$ cat src/console_command_line_parser_unit_defines.svh
// Assertion macros for the console command line parser.
// Each macro samples on clk and is disabled while rst_n is low.
`ifndef CONSOLE_COMMAND_LINE_PARSER_UNIT_DEFINES_SVH
`define CONSOLE_COMMAND_LINE_PARSER_UNIT_DEFINES_SVH

`ifndef SYNTHESIS

`define CCP_ASSERT_SAME(lbl, ante, cons) \
  lbl: assert property (@(posedge clk) disable iff (!rst_n) (ante) |-> (cons)) \
    else $error("ccp check failed");

`define CCP_ASSERT_NEXT(lbl, ante, cons) \
  lbl: assert property (@(posedge clk) disable iff (!rst_n) (ante) |=> (cons)) \
    else $error("ccp check failed");

`else

`define CCP_ASSERT_SAME(lbl, ante, cons)

`define CCP_ASSERT_NEXT(lbl, ante, cons)

`endif

`endif

$ cat src/ccp_pkg.sv
package ccp_pkg;

  localparam int LINE_MAX_DEF  = 256;
  localparam int TOKEN_MAX_DEF = 16;

  localparam int KW_COUNT = 7;

  // keyword indexes
  localparam logic [2:0] KW_HELP   = 3'd0;
  localparam logic [2:0] KW_STATUS = 3'd1;
  localparam logic [2:0] KW_SCAN   = 3'd2;
  localparam logic [2:0] KW_WIFI   = 3'd3;
  localparam logic [2:0] KW_BLE    = 3'd4;
  localparam logic [2:0] KW_START  = 3'd5;
  localparam logic [2:0] KW_STOP   = 3'd6;

  // characters
  localparam logic [7:0] CH_NUL     = 8'h00;
  localparam logic [7:0] CH_TAB     = 8'h09;
  localparam logic [7:0] CH_LF      = 8'h0A;
  localparam logic [7:0] CH_CR      = 8'h0D;
  localparam logic [7:0] CH_SPACE   = 8'h20;
  localparam logic [7:0] CH_LOWER_A = 8'h61;
  localparam logic [7:0] CH_LOWER_Z = 8'h7A;
  localparam logic [7:0] CASE_DIFF  = 8'h20;

  // token kinds
  localparam logic [2:0] CMD_NONE   = 3'd0;
  localparam logic [2:0] CMD_HELP   = 3'd1;
  localparam logic [2:0] CMD_STATUS = 3'd2;
  localparam logic [2:0] CMD_SCAN   = 3'd3;
  localparam logic [2:0] CMD_OTHER  = 3'd4;

  localparam logic [1:0] MED_NONE  = 2'd0;
  localparam logic [1:0] MED_BLE   = 2'd1;
  localparam logic [1:0] MED_WIFI  = 2'd2;
  localparam logic [1:0] MED_OTHER = 2'd3;

  localparam logic [1:0] ACT_NONE  = 2'd0;
  localparam logic [1:0] ACT_START = 2'd1;
  localparam logic [1:0] ACT_STOP  = 2'd2;
  localparam logic [1:0] ACT_OTHER = 2'd3;

  // outcome codes
  localparam logic [3:0] OUT_BLANK      = 4'd0;
  localparam logic [3:0] OUT_HELP       = 4'd1;
  localparam logic [3:0] OUT_STATUS     = 4'd2;
  localparam logic [3:0] OUT_BLE_START  = 4'd3;
  localparam logic [3:0] OUT_BLE_STOP   = 4'd4;
  localparam logic [3:0] OUT_WIFI_UNIMP = 4'd5;
  localparam logic [3:0] OUT_NO_MEDIUM  = 4'd6;
  localparam logic [3:0] OUT_NO_ACTION  = 4'd7;
  localparam logic [3:0] OUT_BAD_MEDIUM = 4'd8;
  localparam logic [3:0] OUT_BAD_ACTION = 4'd9;
  localparam logic [3:0] OUT_BAD_CMD    = 4'd10;
  localparam logic [3:0] OUT_TOO_LONG   = 4'd11;

  function automatic logic [2:0] kw_len(input logic [2:0] k);
    case (k)
      KW_HELP:   kw_len = 3'd4;
      KW_STATUS: kw_len = 3'd6;
      KW_SCAN:   kw_len = 3'd4;
      KW_WIFI:   kw_len = 3'd4;
      KW_BLE:    kw_len = 3'd3;
      KW_START:  kw_len = 3'd5;
      KW_STOP:   kw_len = 3'd4;
      default:   kw_len = 3'd0;
    endcase
  endfunction

  function automatic logic [7:0] kw_char(input logic [2:0] k, input logic [2:0] pos);
    logic [47:0] w;
    case (k)
      KW_HELP:   w = {"HELP", 16'h0000};
      KW_STATUS: w = "STATUS";
      KW_SCAN:   w = {"SCAN", 16'h0000};
      KW_WIFI:   w = {"WIFI", 16'h0000};
      KW_BLE:    w = {"BLE", 24'h000000};
      KW_START:  w = {"START", 8'h00};
      KW_STOP:   w = {"STOP", 16'h0000};
      default:   w = '0;
    endcase
    case (pos)
      3'd0:    kw_char = w[47:40];
      3'd1:    kw_char = w[39:32];
      3'd2:    kw_char = w[31:24];
      3'd3:    kw_char = w[23:16];
      3'd4:    kw_char = w[15:8];
      3'd5:    kw_char = w[7:0];
      default: kw_char = 8'h00;
    endcase
  endfunction

endpackage

$ cat src/ccp_intf.sv
interface ccp_in_if;
  logic       valid;
  logic       ready;
  logic [7:0] rx_byte;
  logic       timeout;

  modport source (output valid, output rx_byte, output timeout, input ready);
  modport sink   (input valid, input rx_byte, input timeout, output ready);
endinterface

interface ccp_out_if;
  logic       valid;
  logic       ready;
  logic [3:0] outcome;

  modport source (output valid, output outcome, input ready);
  modport sink   (input valid, input outcome, output ready);
endinterface

$ cat src/ccp_parser.sv
module ccp_parser import ccp_pkg::*; #(
  parameter int LINE_MAX  = LINE_MAX_DEF,
  parameter int TOKEN_MAX = TOKEN_MAX_DEF
) (
  input  logic       clk,
  input  logic       rst_n,
  input  logic       step,
  input  logic [7:0] rx_byte,
  input  logic       timeout,
  output logic       emit,
  output logic [3:0] outcome
);

  localparam int LW = $clog2(LINE_MAX);
  localparam int TW = $clog2(TOKEN_MAX);
  localparam logic [LW-1:0] LEN_LAST = LW'(LINE_MAX - 1);
  localparam logic [TW-1:0] TOK_LAST = TW'(TOKEN_MAX - 1);

  typedef struct packed {
    logic [1:0]          num;
    logic                in_tok;
    logic [TW-1:0]       cnt;
    logic [KW_COUNT-1:0] live;
    logic [2:0]          cmd;
    logic [1:0]          med;
    logic [1:0]          act;
  } tok_t;

  function automatic tok_t finish(tok_t s);
    tok_t       r;
    logic       hit;
    logic [2:0] idx;
    r   = s;
    hit = 1'b0;
    idx = '0;
    // lowest matching keyword wins
    for (int k = KW_COUNT - 1; k >= 0; k--) begin
      if (s.live[k] && s.cnt == TW'(kw_len(3'(k)))) begin
        hit = 1'b1;
        idx = 3'(k);
      end
    end
    if (s.in_tok) begin
      r.in_tok = 1'b0;
      r.cnt    = '0;
      r.live   = '0;
      case (s.num)
        2'd0: begin
          r.cmd = CMD_OTHER;
          if (hit && idx == KW_HELP)   r.cmd = CMD_HELP;
          if (hit && idx == KW_STATUS) r.cmd = CMD_STATUS;
          if (hit && idx == KW_SCAN)   r.cmd = CMD_SCAN;
        end
        2'd1: begin
          r.med = MED_OTHER;
          if (hit && idx == KW_BLE)  r.med = MED_BLE;
          if (hit && idx == KW_WIFI) r.med = MED_WIFI;
        end
        2'd2: begin
          r.act = ACT_OTHER;
          if (hit && idx == KW_START) r.act = ACT_START;
          if (hit && idx == KW_STOP)  r.act = ACT_STOP;
        end
        default: ;
      endcase
      if (s.num != 2'd3) r.num = s.num + 2'd1;
    end
    return r;
  endfunction

  function automatic tok_t take(tok_t s, logic [7:0] up);
    tok_t                r;
    logic [KW_COUNT-1:0] nl;
    r = s;
    if (!r.in_tok) begin
      r.in_tok = 1'b1;
      r.cnt    = '0;
      r.live   = '1;
    end
    for (int k = 0; k < KW_COUNT; k++) begin
      nl[k] = r.live[k] && (r.cnt < TW'(kw_len(3'(k))))
              && (kw_char(3'(k), r.cnt[2:0]) == up);
    end
    r.live = nl;
    r.cnt  = r.cnt + 1'b1;
    // split an overlong token
    if (r.cnt >= TOK_LAST) r = finish(r);
    return r;
  endfunction

  logic          pend_r,  pend_nxt;
  logic [LW-1:0] len_r,   len_nxt;
  logic          ovf_r,   ovf_nxt;
  logic          ended_r, ended_nxt;
  tok_t          tok_r,   tok_nxt;

  logic       is_cr, is_lf, is_sep;
  logic [7:0] up;
  tok_t       fin;

  assign is_cr  = (rx_byte == CH_CR);
  assign is_lf  = (rx_byte == CH_LF);
  assign is_sep = (rx_byte == CH_SPACE) || (rx_byte == CH_TAB);
  assign up     = (rx_byte >= CH_LOWER_A && rx_byte <= CH_LOWER_Z) ?
                  rx_byte - CASE_DIFF : rx_byte;
  assign emit   = !timeout && (is_cr || (is_lf && !pend_r));

  always_comb begin
    fin = finish(tok_r);
    if (ovf_r) begin
      outcome = OUT_TOO_LONG;
    end else begin
      case (fin.cmd)
        CMD_NONE:   outcome = OUT_BLANK;
        CMD_HELP:   outcome = OUT_HELP;
        CMD_STATUS: outcome = OUT_STATUS;
        CMD_SCAN: begin
          if (fin.med == MED_NONE)       outcome = OUT_NO_MEDIUM;
          else if (fin.act == ACT_NONE)  outcome = OUT_NO_ACTION;
          else if (fin.med == MED_WIFI)  outcome = OUT_WIFI_UNIMP;
          else if (fin.med != MED_BLE)   outcome = OUT_BAD_MEDIUM;
          else if (fin.act == ACT_START) outcome = OUT_BLE_START;
          else if (fin.act == ACT_STOP)  outcome = OUT_BLE_STOP;
          else                           outcome = OUT_BAD_ACTION;
        end
        default:    outcome = OUT_BAD_CMD;
      endcase
    end
  end

  always_comb begin
    pend_nxt  = pend_r;
    len_nxt   = len_r;
    ovf_nxt   = ovf_r;
    ended_nxt = ended_r;
    tok_nxt   = tok_r;
    if (step) begin
      if (timeout) begin
        pend_nxt = 1'b0;
      end else begin
        pend_nxt = is_cr;
        if (is_lf && pend_r) begin
          // drop LF of a CR LF pair
        end else if (is_cr || is_lf) begin
          len_nxt   = '0;
          ovf_nxt   = 1'b0;
          ended_nxt = 1'b0;
          tok_nxt   = '0;
        end else if (len_r == LEN_LAST) begin
          ovf_nxt = 1'b1;
        end else begin
          len_nxt = len_r + 1'b1;
          if (!ended_r) begin
            if (rx_byte == CH_NUL) begin
              ended_nxt = 1'b1;
              tok_nxt   = finish(tok_r);
            end else if (is_sep) begin
              tok_nxt = finish(tok_r);
            end else begin
              tok_nxt = take(tok_r, up);
            end
          end
        end
      end
    end
  end

  always_ff @(posedge clk) begin
    if (!rst_n) begin
      pend_r  <= 1'b0;
      len_r   <= '0;
      ovf_r   <= 1'b0;
      ended_r <= 1'b0;
      tok_r   <= '0;
    end else begin
      pend_r  <= pend_nxt;
      len_r   <= len_nxt;
      ovf_r   <= ovf_nxt;
      ended_r <= ended_nxt;
      tok_r   <= tok_nxt;
    end
  end

endmodule

$ cat src/console_command_line_parser_unit.sv
// Console command line parser. Takes one received byte or one read-timeout
// event per in_bus beat and gives one outcome code on out_bus for every line
// end (CR, or LF not directly after CR). A beat is taken every cycle unless
// the input stalls. Each item is held in the input register; when it advances,
// the parse state and, at a line end, the result register update from the
// input register. Input stalls only when a line-end byte waits in the input
// register while the result register still holds an outcome that out_bus has
// not taken.
`include "console_command_line_parser_unit_defines.svh"

module console_command_line_parser_unit import ccp_pkg::*; #(
  parameter int LINE_MAX  = LINE_MAX_DEF,
  parameter int TOKEN_MAX = TOKEN_MAX_DEF
) (
  input  logic      clk,
  input  logic      rst_n,
  ccp_in_if.sink    in_bus,
  ccp_out_if.source out_bus
);

  logic       in_v_r,    in_v_nxt;
  logic [7:0] byte_r;
  logic       timeout_r;
  logic       out_v_r,   out_v_nxt;
  logic [3:0] outcome_r;

  logic       advance;
  logic       emit;
  logic [3:0] outcome;

  ccp_parser #(
    .LINE_MAX  (LINE_MAX),
    .TOKEN_MAX (TOKEN_MAX)
  ) u_parser (
    .clk     (clk),
    .rst_n   (rst_n),
    .step    (advance),
    .rx_byte (byte_r),
    .timeout (timeout_r),
    .emit    (emit),
    .outcome (outcome)
  );

  // advance unless a result would land on an untaken one
  assign advance       = in_v_r && (!emit || !out_v_r || out_bus.ready);
  assign in_bus.ready  = !in_v_r || advance;
  assign out_bus.valid = out_v_r;
  assign out_bus.outcome = outcome_r;

  always_comb begin
    in_v_nxt = in_v_r;
    if (in_bus.valid && in_bus.ready) in_v_nxt = 1'b1;
    else if (advance)                 in_v_nxt = 1'b0;
    out_v_nxt = out_v_r;
    if (advance && emit)     out_v_nxt = 1'b1;
    else if (out_bus.ready)  out_v_nxt = 1'b0;
  end

  always_ff @(posedge clk) begin
    if (!rst_n) begin
      in_v_r  <= 1'b0;
      out_v_r <= 1'b0;
    end else begin
      in_v_r  <= in_v_nxt;
      out_v_r <= out_v_nxt;
    end
  end

  always_ff @(posedge clk) begin
    if (in_bus.valid && in_bus.ready) begin
      byte_r    <= in_bus.rx_byte;
      timeout_r <= in_bus.timeout;
    end
    if (advance && emit) outcome_r <= outcome;
  end

  `CCP_ASSERT_NEXT(a_result_loaded, advance && emit, out_v_r && outcome_r == $past(outcome))
  `CCP_ASSERT_SAME(a_no_overwrite, out_v_r && !out_bus.ready, !(advance && emit))
  `CCP_ASSERT_SAME(a_timeout_silent, in_v_r && timeout_r, !emit)

endmodule
$ cat src/flat_wrapper.sv
// flat-port wrapper written by rule: the top's interface ports become plain ports
module console_command_line_parser_unit_flat import ccp_pkg::*;
#(
  parameter int LINE_MAX  = LINE_MAX_DEF,
  parameter int TOKEN_MAX = TOKEN_MAX_DEF
)
  (clk, rst_n, in_bus_valid, in_bus_rx_byte, in_bus_timeout, in_bus_ready, out_bus_valid, out_bus_outcome, out_bus_ready);
  ccp_in_if in_bus_i ();
  ccp_out_if out_bus_i ();
  input  logic clk;
  input  logic rst_n;
  input wire logic [$bits(in_bus_i.valid)-1:0] in_bus_valid;
  input wire logic [$bits(in_bus_i.rx_byte)-1:0] in_bus_rx_byte;
  input wire logic [$bits(in_bus_i.timeout)-1:0] in_bus_timeout;
  output wire logic [$bits(in_bus_i.ready)-1:0] in_bus_ready;
  output wire logic [$bits(out_bus_i.valid)-1:0] out_bus_valid;
  output wire logic [$bits(out_bus_i.outcome)-1:0] out_bus_outcome;
  input wire logic [$bits(out_bus_i.ready)-1:0] out_bus_ready;
  assign in_bus_i.valid = in_bus_valid;
  assign in_bus_i.rx_byte = in_bus_rx_byte;
  assign in_bus_i.timeout = in_bus_timeout;
  assign in_bus_ready = in_bus_i.ready;
  assign out_bus_valid = out_bus_i.valid;
  assign out_bus_outcome = out_bus_i.outcome;
  assign out_bus_i.ready = out_bus_ready;
  console_command_line_parser_unit #(.LINE_MAX(LINE_MAX), .TOKEN_MAX(TOKEN_MAX)) u_core (.clk(clk), .rst_n(rst_n), .in_bus(in_bus_i), .out_bus(out_bus_i));
endmodule
$ cat config.mk
export PLATFORM = sky130hd
export DESIGN_NAME = console_command_line_parser_unit_flat
export DESIGN_NICKNAME = d
export VERILOG_FILES = /design/src/ccp_pkg.sv /design/src/ccp_intf.sv /design/src/ccp_parser.sv /design/src/console_command_line_parser_unit.sv /design/src/flat_wrapper.sv
export VERILOG_INCLUDE_DIRS = /design/src /design/src/src
export SDC_FILE = /design/constraint.sdc
export NUM_CORES = 1
export LEC_CHECK = 0
export BUFFER_PORTS_ARGS = -buffer_cell sky130_fd_sc_hd__buf_4
export CAP_MARGIN = 20
export CORE_MARGIN = 2
export CORE_UTILIZATION = 55
export DETAILED_ROUTE_END_ITERATION = 8
export PLACE_DENSITY = 0.78
export RECOVER_POWER = 100
export SLEW_MARGIN = 20
export SYNTH_ARGS = -nofsm -noshare
export SYNTH_HDL_FRONTEND = slang
export SYNTH_HIERARCHICAL = 1
export SYNTH_SLANG_ARGS = --single-unit
$ cat constraint.sdc
create_clock -name clk -period 2.6 [get_ports clk]
set_input_delay 0.52 -clock clk [delete_from_list [all_inputs] [get_ports clk]]
set_output_delay 0.52 -clock clk [all_outputs]
set_load 0.02 [all_outputs]
; ---- Word level (Yosys, flattened, before mapping)
; Index checks and enable logic that the tools add are counted.
[classes]
eq_ne = 71
n_bitwise = 2
n_addsub = 4
order_cmp = 7
n_reduce_logical = 117
muxes = 376
[ops]
columns = op, count
row1 = two-way mux 3 bit, 196
row2 = two-way mux 8 bit, 59
row3 = two-way mux 21 bit, 9
row4 = case mux 7 bit (4 select lines), 5
row5 = two-way mux 12 bit, 8
row6 = logical AND 1 bit, 77
row7 = two-way mux 1 bit, 63
row8 = == test 8 bit, 7
row9 = two-way mux 2 bit, 25
row10 = == test 4 x 3 -> 1 bit, 12
row11 = == test 3 bit (second input constant), 14
row12 = case mux 7 bit (3 select lines), 2
row13 = == test 3 x 2 -> 1 bit (second input constant), 12
row14 = AND reduction 10 bit, 3
row15 = == test 8 x 4 -> 1 bit (second input constant), 3
row16 = two-way mux 4 bit, 6
row17 = == test 3 x 1 -> 1 bit (second input constant), 6
row18 = logical NOT 3 bit, 6
row19 = < comparator 4 x 3 -> 1 bit, 4
row20 = case mux 4 bit (4 select lines), 1
row21 = == test 4 x 3 -> 1 bit (second input constant), 3
row22 = nonzero test 2 bit, 6
row23 = two-way mux 11 bit, 1
row24 = AND reduction 9 bit, 1
row25 = other kinds (27), 48
[word_totals]
ff_bits = 47
in_bits = 13
output_inout_bits = 6
elab_cells = 593

; ---- Depth between registers and ports, before layout
; Gate-level depths: netlist (run 1).
[logic_depth]
ltp_word = 52
ltp_mapped = 13
mapped_depth_nobuf = 11

; ---- By module
; The synthesis (run 1) kept the hierarchy.
[by_module_without_submodules]
columns = mod, cells_per_inst, n_inst, seq_area_each_um2, area_each_um2
row1 = ccp_parser, 366, 1, 640.6, 2738.9
row2 = console_command_line_parser_unit, 25, 1, 430.4, 508.0

; ---- Worst setup path after synthesis (run 1)
; OpenSTA, ideal clock, no wires.
[synth_timing]
path_kind = reg-to-reg
start = register u_core.byte_r[0]
end = register u_core/u_parser/tok_r[8] in the netlist's numbering
stages_incl_launch_ff = 11
required_ns = 2.513
arrival_ns = 2.725
synth_period_minus_slack_ns = 2.812
path_buffers = 1
setup_ns = 0.087
slack_ns = -0.212
path_cell_list = edfxtp_1 > buf_2 > and3b_1 > o211ai_1 > nor3_1 > a21boi_1 > nor2b_1 > nor3b_2 > nand3_2 > or3_1 > o31ai_1
[synth_via]
word_cells_on_any_way = 35
cone_classes = 1 x add/sub / 2 x order compare / 9 x eq/ne / 8 x mux / 1 x bitwise / 14 x reduce/logical
[synth_rtl]
columns = element, line
row1 = start: declaration, console_command_line_parser_unit.sv:22  ; logic [7:0] byte_r;
row2 = start signal: assignment, console_command_line_parser_unit.sv:71  ; byte_r <= in_bus.rx_byte;
row3 = == test 8 x 4 -> 1 bit, ccp_parser.sv:102  ; assign is_lf = (rx_byte == CH_LF);
row4 = logical AND 1 bit, ccp_parser.sv:106  ; assign emit = !timeout && (is_cr || (is_lf && !pend_r));
row5 = logical OR 1 bit (*), ccp_parser.sv:106
row6 = logical AND 1 bit (*), ccp_parser.sv:106
row7 = net u_core.emit, console_command_line_parser_unit.sv:28  ; logic emit;
row8 = logical NOT 1 bit (*), console_command_line_parser_unit.sv:45  ; assign advance = in_v_r && (!emit || !out_v_r || out_bus.ready);
row9 = logical OR 1 bit (*) (2 in series), console_command_line_parser_unit.sv:45
row10 = logical AND 1 bit (*), console_command_line_parser_unit.sv:45
row11 = net u_core.advance, console_command_line_parser_unit.sv:27  ; logic advance;
row12 = AND reduction 7 bit (no source line) (*), -
row13 = end signal: assignment, ccp_parser.sv:180  ; tok_r <= tok_nxt;
row14 = end: declaration, ccp_parser.sv:95  ; tok_t tok_r, tok_nxt;
; Mark *: on every way through the listed nets, which the timed path passes. The rest lies on a longest branch. The select of a mux whose other input is x is not followed.
; A chain may end at the register's enable or synchronous reset.

; ---- Worst setup path in the final report (run 1)
[layout_timing]
start = register u_core.byte_r[5]
end = output in_bus_ready
[layout_via]
elab_chain_len = 9
word_cells_on_any_way = 10
cone_classes = 2 x eq/ne / 8 x reduce/logical
[layout_lines]
columns = element, line
row1 = == test 8 x 4 -> 1 bit, ccp_parser.sv:102
row2 = logical AND 1 bit, ccp_parser.sv:106
row3 = logical OR 1 bit (*), ccp_parser.sv:106
row4 = logical AND 1 bit (*), ccp_parser.sv:106
row5 = net u_core.emit, console_command_line_parser_unit.sv:28
row6 = logical NOT 1 bit (*), console_command_line_parser_unit.sv:45
row7 = logical OR 1 bit (*) (2 in series), console_command_line_parser_unit.sv:45
row8 = logical AND 1 bit (*), console_command_line_parser_unit.sv:45
row9 = logical OR 1 bit (*), console_command_line_parser_unit.sv:46  ; assign in_bus.ready = !in_v_r || advance;
row10 = end: declaration, flat_wrapper.sv:15  ; output wire logic [$bits(in_bus_i.ready)-1:0] in_bus_ready;
; Mark *: on every way through the listed nets, which the timed path passes. The rest lies on a longest branch.

==> results.py, run 1 <==
metrics = {
    "floorplanning": {
        "num_rows": 27,
        "io_pins": 19,
        "die_w_um": 80.8,
        "core_area_um2": 5610,
        "start_util": 0.579,
        "dieArea_um2": 6530,
        "die_h_um": 80.8,
    },
    "detailed_routing": {
        "postRouteAntennaNets": 0,
        "drc": 0,
        "drt_iter0_drc": 229,
        "totalWireLength_um": 8390,
        "viasPerCell": 6.17,
        "dr.pass1.iters": 5,
        "routed-via-count": 3146,
        "wl_per_cell_um": 16.4,
    },
    "synthesis": {
        "synthTopCellsByArea": "dfxtp_1 21%, edfxtp_1 12%, ha_1 5.0%, nor2_1 4.0%, nand2_1 3.9%",
        "syn-num-nets": 417,
        "yosysSeqAreaShare": 0.330,
        "yosys.area_share.simple": 0.264,
        "synth.area.mux_share": 0.0224,
        "synth_xor_xnor_area_share": 0.0566,
        "synth_fa_ha_area_frac": 0.0501,
        "synth_top_area_share": 0.210,
        "synthCells": 391,
        "synth-edff-count": 13,
        "synth.distinct_cells": 72,
        "synth_top_family_by_area": "simple AND/OR/NAND/NOR gates",
        "synth_compound_area_frac": 0.228,
        "synthArstFlopShare": 0,
        "synth_ff_type": "dfxtp_1",
        "ys_ff_latch": 47,
        "yosys.area.top_type": "dfxtp_1",
        "syn-cell-area_um2": 3250,
        "ys.warnings.count": 6,
        "avgSynthCellArea_um2": 8.30,
    },
    "worst_setup_path": {
        "arrival_ns": 2.06,
        "worstReg2RegEnd": "u_core/u_parser/tok_r[5]",
        "rrSetupSlack_ns": 0.11,
        "r2r_cells": 11,
        "cp_max_fo": 3,
        "crit_path_start_kind": "register",
        "r2r-start": "u_core/byte_r[5]",
        "required_ns": 2.08,
        "end_kind": "output port",
        "crit_type": "register to output port",
    },
    "global_routing": {
        "grt_max_degree": 22,
        "gr-usage-all-layers": 0.262,
        "gr-total-overflow": 0,
        "grt_pass1_vias": 2827,
        "grt_pass1_wl_um": 13300,
        "antenna_found_initial": 0,
    },
    "min_path": {
        "holdPathEnd": "u_core/timeout_r",
        "hold_path_depth": 1,
        "hold_path.class": "primary input to register",
        "hold_path.startpoint": "in_bus_timeout",
    },
    "clocking": {
        "path_clk_slew_ns": 0.09,
        "postCtsHoldBufs": 0,
        "worstSkewPairLatency_ns": 0.31,
        "clockBufferDepth": 2,
        "cts_buffers": 5,
        "cts_sinks": 47,
        "cts_tree": "done",
        "h-tree-depth": 2,
        "clock-root-buffer": "clkbuf_8",
    },
    "power": {
        "power_frac_clock": 0.304,
        "switching_share": 0.279,
        "pwr_density_cell_nw_per_um2": 379,
        "power.share.sequential": 0.530,
        "peakVddDrop_v": 0.000348,
        "power.switching_w": 0.000411,
        "p_leak_nw": 1.43,
        "intPower_w": 0.00106,
        "p_total_w": 0.00147,
        "pwr-share-comb": 0.166,
    },
    "place": {
        "gp_congestion": 0.908,
        "port_buffers": 18,
        "hpwlAfterDp_um": 6230,
        "place_inst": 498,
    },
    "timing": {
        "clock_skew_ns": 0.00868,
        "max_freq_mhz": 388,
        "whs_ns": 0.401,
        "finalHoldViolCount": 0,
        "fin_crit_ns": 2.58,
        "setup_viol": 0,
        "tns_ns": 0,
        "worst_pin_slew_ns": 0.481,
        "fin_crit_sh": 0.991,
        "rsz0062_at_grt": "yes",
        "slew_violations": 0,
        "relSlewSlack": 0.679,
    },
    "finish": {
        "nets": 463,
        "fin_cells": 510,
        "area_delta_synth_final_pct": 19.6,
        "drive_above_1_share": 0.226,
        "n_antenna_cell": 0,
        "final_util": 0.693,
    },
    "flow_run": {
        "maxCapViolCount": 0,
    },
    "status": {
        "status": "finished clean",
    },
}
-- stage by stage --
stage	instance area (um^2)	worst slack (ns)
3_3_place_gp	3690	0.160
5_1_grt	3880	-0.102
6_report	3880	0.0223
4_1_cts	3770	0.00217
3_5_place_dp	3690	0.0346
2_1_floorplan	3270	0.00907
-- what timing repair did --
item,4_1_cts,5_1_grt
hold endpoints to repair,0,0
gates resized for setup,0,24
setup buffers,0,4
setup endpoints to repair,0,23
-- sequential cells by signal, indices dropped and copies added (netlist names) --
signal,flops
u_core/in_v_r,1
u_core/byte_r,8
u_core/u_parser/ended_r,1
u_core/out_bus.valid,1
u_core/u_parser/ovf_r,1
u_core/timeout_r,1
u_core/u_parser/len_r,8
u_core/u_parser/pend_r,1
u_core/out_bus.outcome,4
u_core/u_parser/tok_r,21
-- metal layers --
metal  vias up  share of wire  global-route usage
li1       1527              -                   -
met1      1487           0.44               0.349
met2       121           0.48               0.441
met3        11          0.070              0.0433
met4         0          0.012              0.0678
met5         -              0                   0
-- cell usage after synthesis (3+ instances only) --
library cell  number
a211oi_1           6
a21boi_0           4
a21boi_1           3
a21o_1             3
a21oi_1           13
a22oi_1            4
a31oi_1            5
a32oi_1            3
and2_1             9
and3_1             3
buf_2              3
clkbuf_1          15
dfxtp_1           34
edfxtp_1          13
ha_1              13
inv_1             15
mux2i_1            5
nand2_1           34
nand2b_1           4
nand3_1           14
nand4_1            7
nor2_1            35
nor2b_1           14
nor3_1            12
nor3b_1            3
nor4_1             5
o21ai_0           18
o22ai_1            8
o2bb2ai_1          6
o31ai_1            3
or3_1              5
or4_1              3
xnor2_1           12
xor2_1             9
-- power groups by stage --
stage | Clock, W | Combinational [W] | Sequential, W
after floorplan | 0 | 0.000145 | 0.000797
after global routing | 0.000488 | 0.000263 | 0.000783
final | 0.000447 | 0.000245 | 0.000781
after detailed placement | 0 | 0.000227 | 0.000796
after global placement | 0 | 0.000223 | 0.000795
after CTS | 0.000457 | 0.000229 | 0.000779
-- logic make-up after synthesis --
| group | Yosys count |
|---|---|
| adders and majority gates | 13 |
| and+or+nand+nor | 161 |
| xor gates and xnor gates | 21 |
| AOI/OAI and AO/OA | 103 |
| DFF | 47 |
| muxes | 7 |
| buffers and inverters | 39 |
-- cells in the final DEF (no fill, tap or decap), drive strengths merged, types with 4 or more instances in the layout --
| cell type | count |
|---|---|
| ha | 13 |
| xnor2 | 12 |
| nor2b | 14 |
| buf | 47 |
| xor2 | 9 |
| nor3 | 12 |
| edfxtp | 13 |
| inv | 18 |
| nor3b | 4 |
| nor2 | 36 |
| o31ai | 4 |
| clkbuf | 19 |
| a211oi | 6 |
| o2bb2ai | 6 |
| nand3 | 15 |
| nand2b | 4 |
| a21boi | 7 |
| a31oi | 5 |
| a22oi | 4 |
| nand4 | 7 |
| o21ai | 20 |
| o22ai | 9 |
| nand2 | 34 |
| nor4 | 5 |
| a21oi | 13 |
| mux2i | 5 |
| or3 | 5 |
| or4 | 4 |
| and2 | 9 |
| dfxtp | 34 |
-- worst max-delay path, cell delays in order, from the launching register on --
cell,delay [ns]
edfxtp_1,0.41
nor4_2,0.36
and3_4,0.26
nor2b_2,0.04
nor3_2,0.24
buf_4,0.17
nand4b_4,0.09
buf_4,0.17
-- worst max path at each step --
stage	start	endpoint	slack [ns]	depth (start not counted)
5_1_grt	u_core/byte_r[0]	u_core/u_parser/len_r[7]	-0.10	11
4_1_cts	u_core/byte_r[1]	u_core/u_parser/tok_r[8]	0.002	10
3_3_place_gp	u_core/byte_r[2]	u_core/u_parser/tok_r[8]	0.16	10
6_report	u_core/byte_r[5]	in_bus_ready	0.02	7
3_5_place_dp	u_core/byte_r[1]	u_core/u_parser/tok_r[8]	0.03	10
2_1_floorplan	u_core/byte_r[0]	u_core/u_parser/tok_r[8]	0.009	10
-- final cells by class --
| type | count | area [um^2] |
|---|---|---|
| Clock buffer | 5 | 68.8 |
| Multi-Input combinational cell | 305 | 2120 |
| Clock inverter | 3 | 17.5 |
| Timing Repair Buffer | 61 | 450 |
| Inverter | 17 | 63.8 |
| Sequential cell | 47 | 1070 |
| Tap cell | 72 | 90.1 |
| Fill cell | 479 | 1720 |
(Power assumes the default switching activity.)
==> inputs of run 2 (changes only) <==
CORE_MARGIN = 5   (was 2)
==> results.py, run 2 (synthesis results as in run 1) <==
metrics = {
    "timing": {
        "worst_pin_slew_ns": 0.474,
        "finalHoldViolCount": 0,
        "fin_crit_sh": 0.972,
        "relSlewSlack": 0.683,
        "finalWorstSetupSlack_ns": 0.0719,
        "slew_violations": 0,
        "fin_crit_ns": 2.53,
        "max_freq_mhz": 396,
        "clock_skew_ns": 0.0108,
        "rsz0062_at_grt": "yes",
        "setup_viol": 0,
    },
    "worst_setup_path": {
        "end_kind": "output port",
        "crit_path_start_kind": "register",
        "crit_type": "register to output port",
        "crit_chain": "nor4_4 > and3_4 > nor2b_2 > nor3_2 > buf_4 > nand4b_4 > buf_6",
        "max_stage_delay_ns": 0.44,
        "worstReg2RegEnd": "u_core/u_parser/len_r[7]",
        "r2r_cells": 11,
        "r2r-start": "u_core/byte_r[0]",
        "path_buf_inv": 2,
        "critPathTopFamily": "simple AND/OR/NAND/NOR gates",
        "cp_max_fo": 3,
        "slowest_stage": "edfxtp_1",
        "rrSetupSlack_ns": 0.10,
        "required_ns": 2.08,
        "arrival_ns": 2.01,
    },
    "floorplanning": {
        "die_w_um": 86.8,
        "io_pins": 19,
        "core_area_um2": 5820,
        "dieArea_um2": 7540,
        "start_util": 0.558,
        "num_rows": 28,
        "die_h_um": 86.8,
    },
    "finish": {
        "fin_cells": 507,
        "largest_reg_flops": 21,
        "reg.largest.list": "u_core/u_parser/tok_r (21), u_core/byte_r (8), u_core/u_parser/len_r (8)",
        "nets": 457,
        "drive_above_1_share": 0.208,
        "layout_commonest_cell": "buf_4",
        "area_delta_synth_final_pct": 17.9,
        "top_register": "u_core/u_parser/tok_r",
        "final_area_um2": 3830,
        "mostFrequentLayoutCells": "39 x buf_4, 35 x nor2_1, 34 x nand2_1, 33 x dfxtp_1, 18 x o21ai_0",
        "nFillCells": 495,
        "n_antenna_cell": 0,
    },
    "global_routing": {
        "antenna_found_initial": 0,
        "grt_pass1_wl_um": 13800,
        "gr-usage-all-layers": 0.226,
        "grt_max_degree": 22,
        "grt_pass1_vias": 3016,
        "gr-total-overflow": 0,
    },
    "place": {
        "dpl_worst_slack_ns": 0.0464,
        "hpwlAfterDp_um": 6020,
        "place_inst": 495,
        "gp_congestion": 0.936,
        "place_area_um2": 3650,
        "port_buffers": 18,
    },
    "flow_run": {
        "maxCapViolCount": 0,
    },
    "status": {
        "status": "finished clean",
    },
    "power": {
        "pwr_density_cell_nw_per_um2": 390,
        "peakVddDrop_v": 0.000327,
        "power_frac_clock": 0.319,
        "intPower_w": 0.00107,
        "p_total_w": 0.00149,
        "power.switching_w": 0.000425,
        "pwr-share-comb": 0.157,
        "p_leak_nw": 1.41,
        "switching_share": 0.285,
        "power.share.sequential": 0.524,
    },
    "min_path": {
        "hold_path.startpoint": "in_bus_rx_byte[5]",
        "holdPathEnd": "u_core/byte_r[5]",
        "hold_path_depth": 1,
        "hold_path.class": "primary input to register",
    },
    "detailed_routing": {
        "totalWireLength_um": 8180,
        "drc": 0,
        "routed-via-count": 3092,
        "dr.pass1.iters": 6,
        "viasPerCell": 6.10,
        "drt_iter0_drc": 260,
        "wl_per_cell_um": 16.1,
        "postRouteAntennaNets": 0,
    },
    "clocking": {
        "path_clk_slew_ns": 0.09,
        "worstSkewPairLatency_ns": 0.31,
        "clock-root-buffer": "clkbuf_8",
        "cts_tree": "done",
        "clockBufferDepth": 2,
        "cts_buffers": 5,
        "h-tree-depth": 2,
        "cts_sinks": 47,
        "postCtsHoldBufs": 0,
    },
}
-- run 2: repair_timing --
| item | 4_1_cts | 5_1_grt |
|---|---|---|
| gates resized for setup | 0 | 18 |
| setup endpoints to repair | 0 | 17 |
| buffers inserted | 0 | 4 |
-- run 2: power by group through the flow --
stage / clock, W / sequential [W] / combinational (W)
2_1_floorplan: 0 / 0.000797 / 0.000145
3_3_place_gp: 0 / 0.000795 / 0.000217
3_5_place_dp: 0 / 0.000796 / 0.000222
4_1_cts: 0.000482 / 0.000779 / 0.000223
5_1_grt: 0.000525 / 0.000784 / 0.000255
6_report: 0.000477 / 0.000782 / 0.000235
-- run 2: per-stage QoR --
stage | util | TNS (ns) | hold WS [ns]
2_1_floorplan | - | 0 | 0.420
3_3_place_gp | 0.627 | 0 | 0.434
3_5_place_dp | 0.627 | 0 | 0.446
4_1_cts | 0.644 | 0 | 0.378
5_1_grt | 0.658 | -0.109 | 0.383
6_report | 0.658 | 0 | 0.405
-- run 2: cell type report --
class | count | area [um^2] | area share
flip-flops and latches | 47 | 1070 | 0.280
multi-input cells | 305 | 2090 | 0.547
clock buffers | 5 | 68.8 | 0.0180
clock inverters | 3 | 26.3 | 0.00686
inverters | 17 | 63.8 | 0.0167
well taps | 75 | 93.8 | 0.0245
repair buffers | 55 | 409 | 0.107
-- run 2: how the worst max path moves through the flow --
stage | start | end | slack (ns) | cells after the start
floorplan | u_core/byte_r[0] | u_core/u_parser/tok_r[8] | 0.009 | 10
global placement | u_core/byte_r[2] | u_core/u_parser/tok_r[17] | 0.12 | 11
detailed placement | u_core/byte_r[2] | u_core/u_parser/tok_r[17] | 0.05 | 11
CTS | u_core/byte_r[2] | u_core/u_parser/tok_r[17] | 0.003 | 11
global route | u_core/byte_r[0] | u_core/u_parser/len_r[7] | -0.05 | 10
finish | u_core/byte_r[7] | in_bus_ready | 0.07 | 7
-- run 2: per-layer routing --
layer	wire [um]	share of wire	vias up	GRT usage
li1	-	-	1509	-
met1	3630	0.44	1463	0.289
met2	3940	0.48	99	0.374
met3	424	0.052	21	0.0418
met4	182	0.022	0	0.0921
met5	0	0	-	0
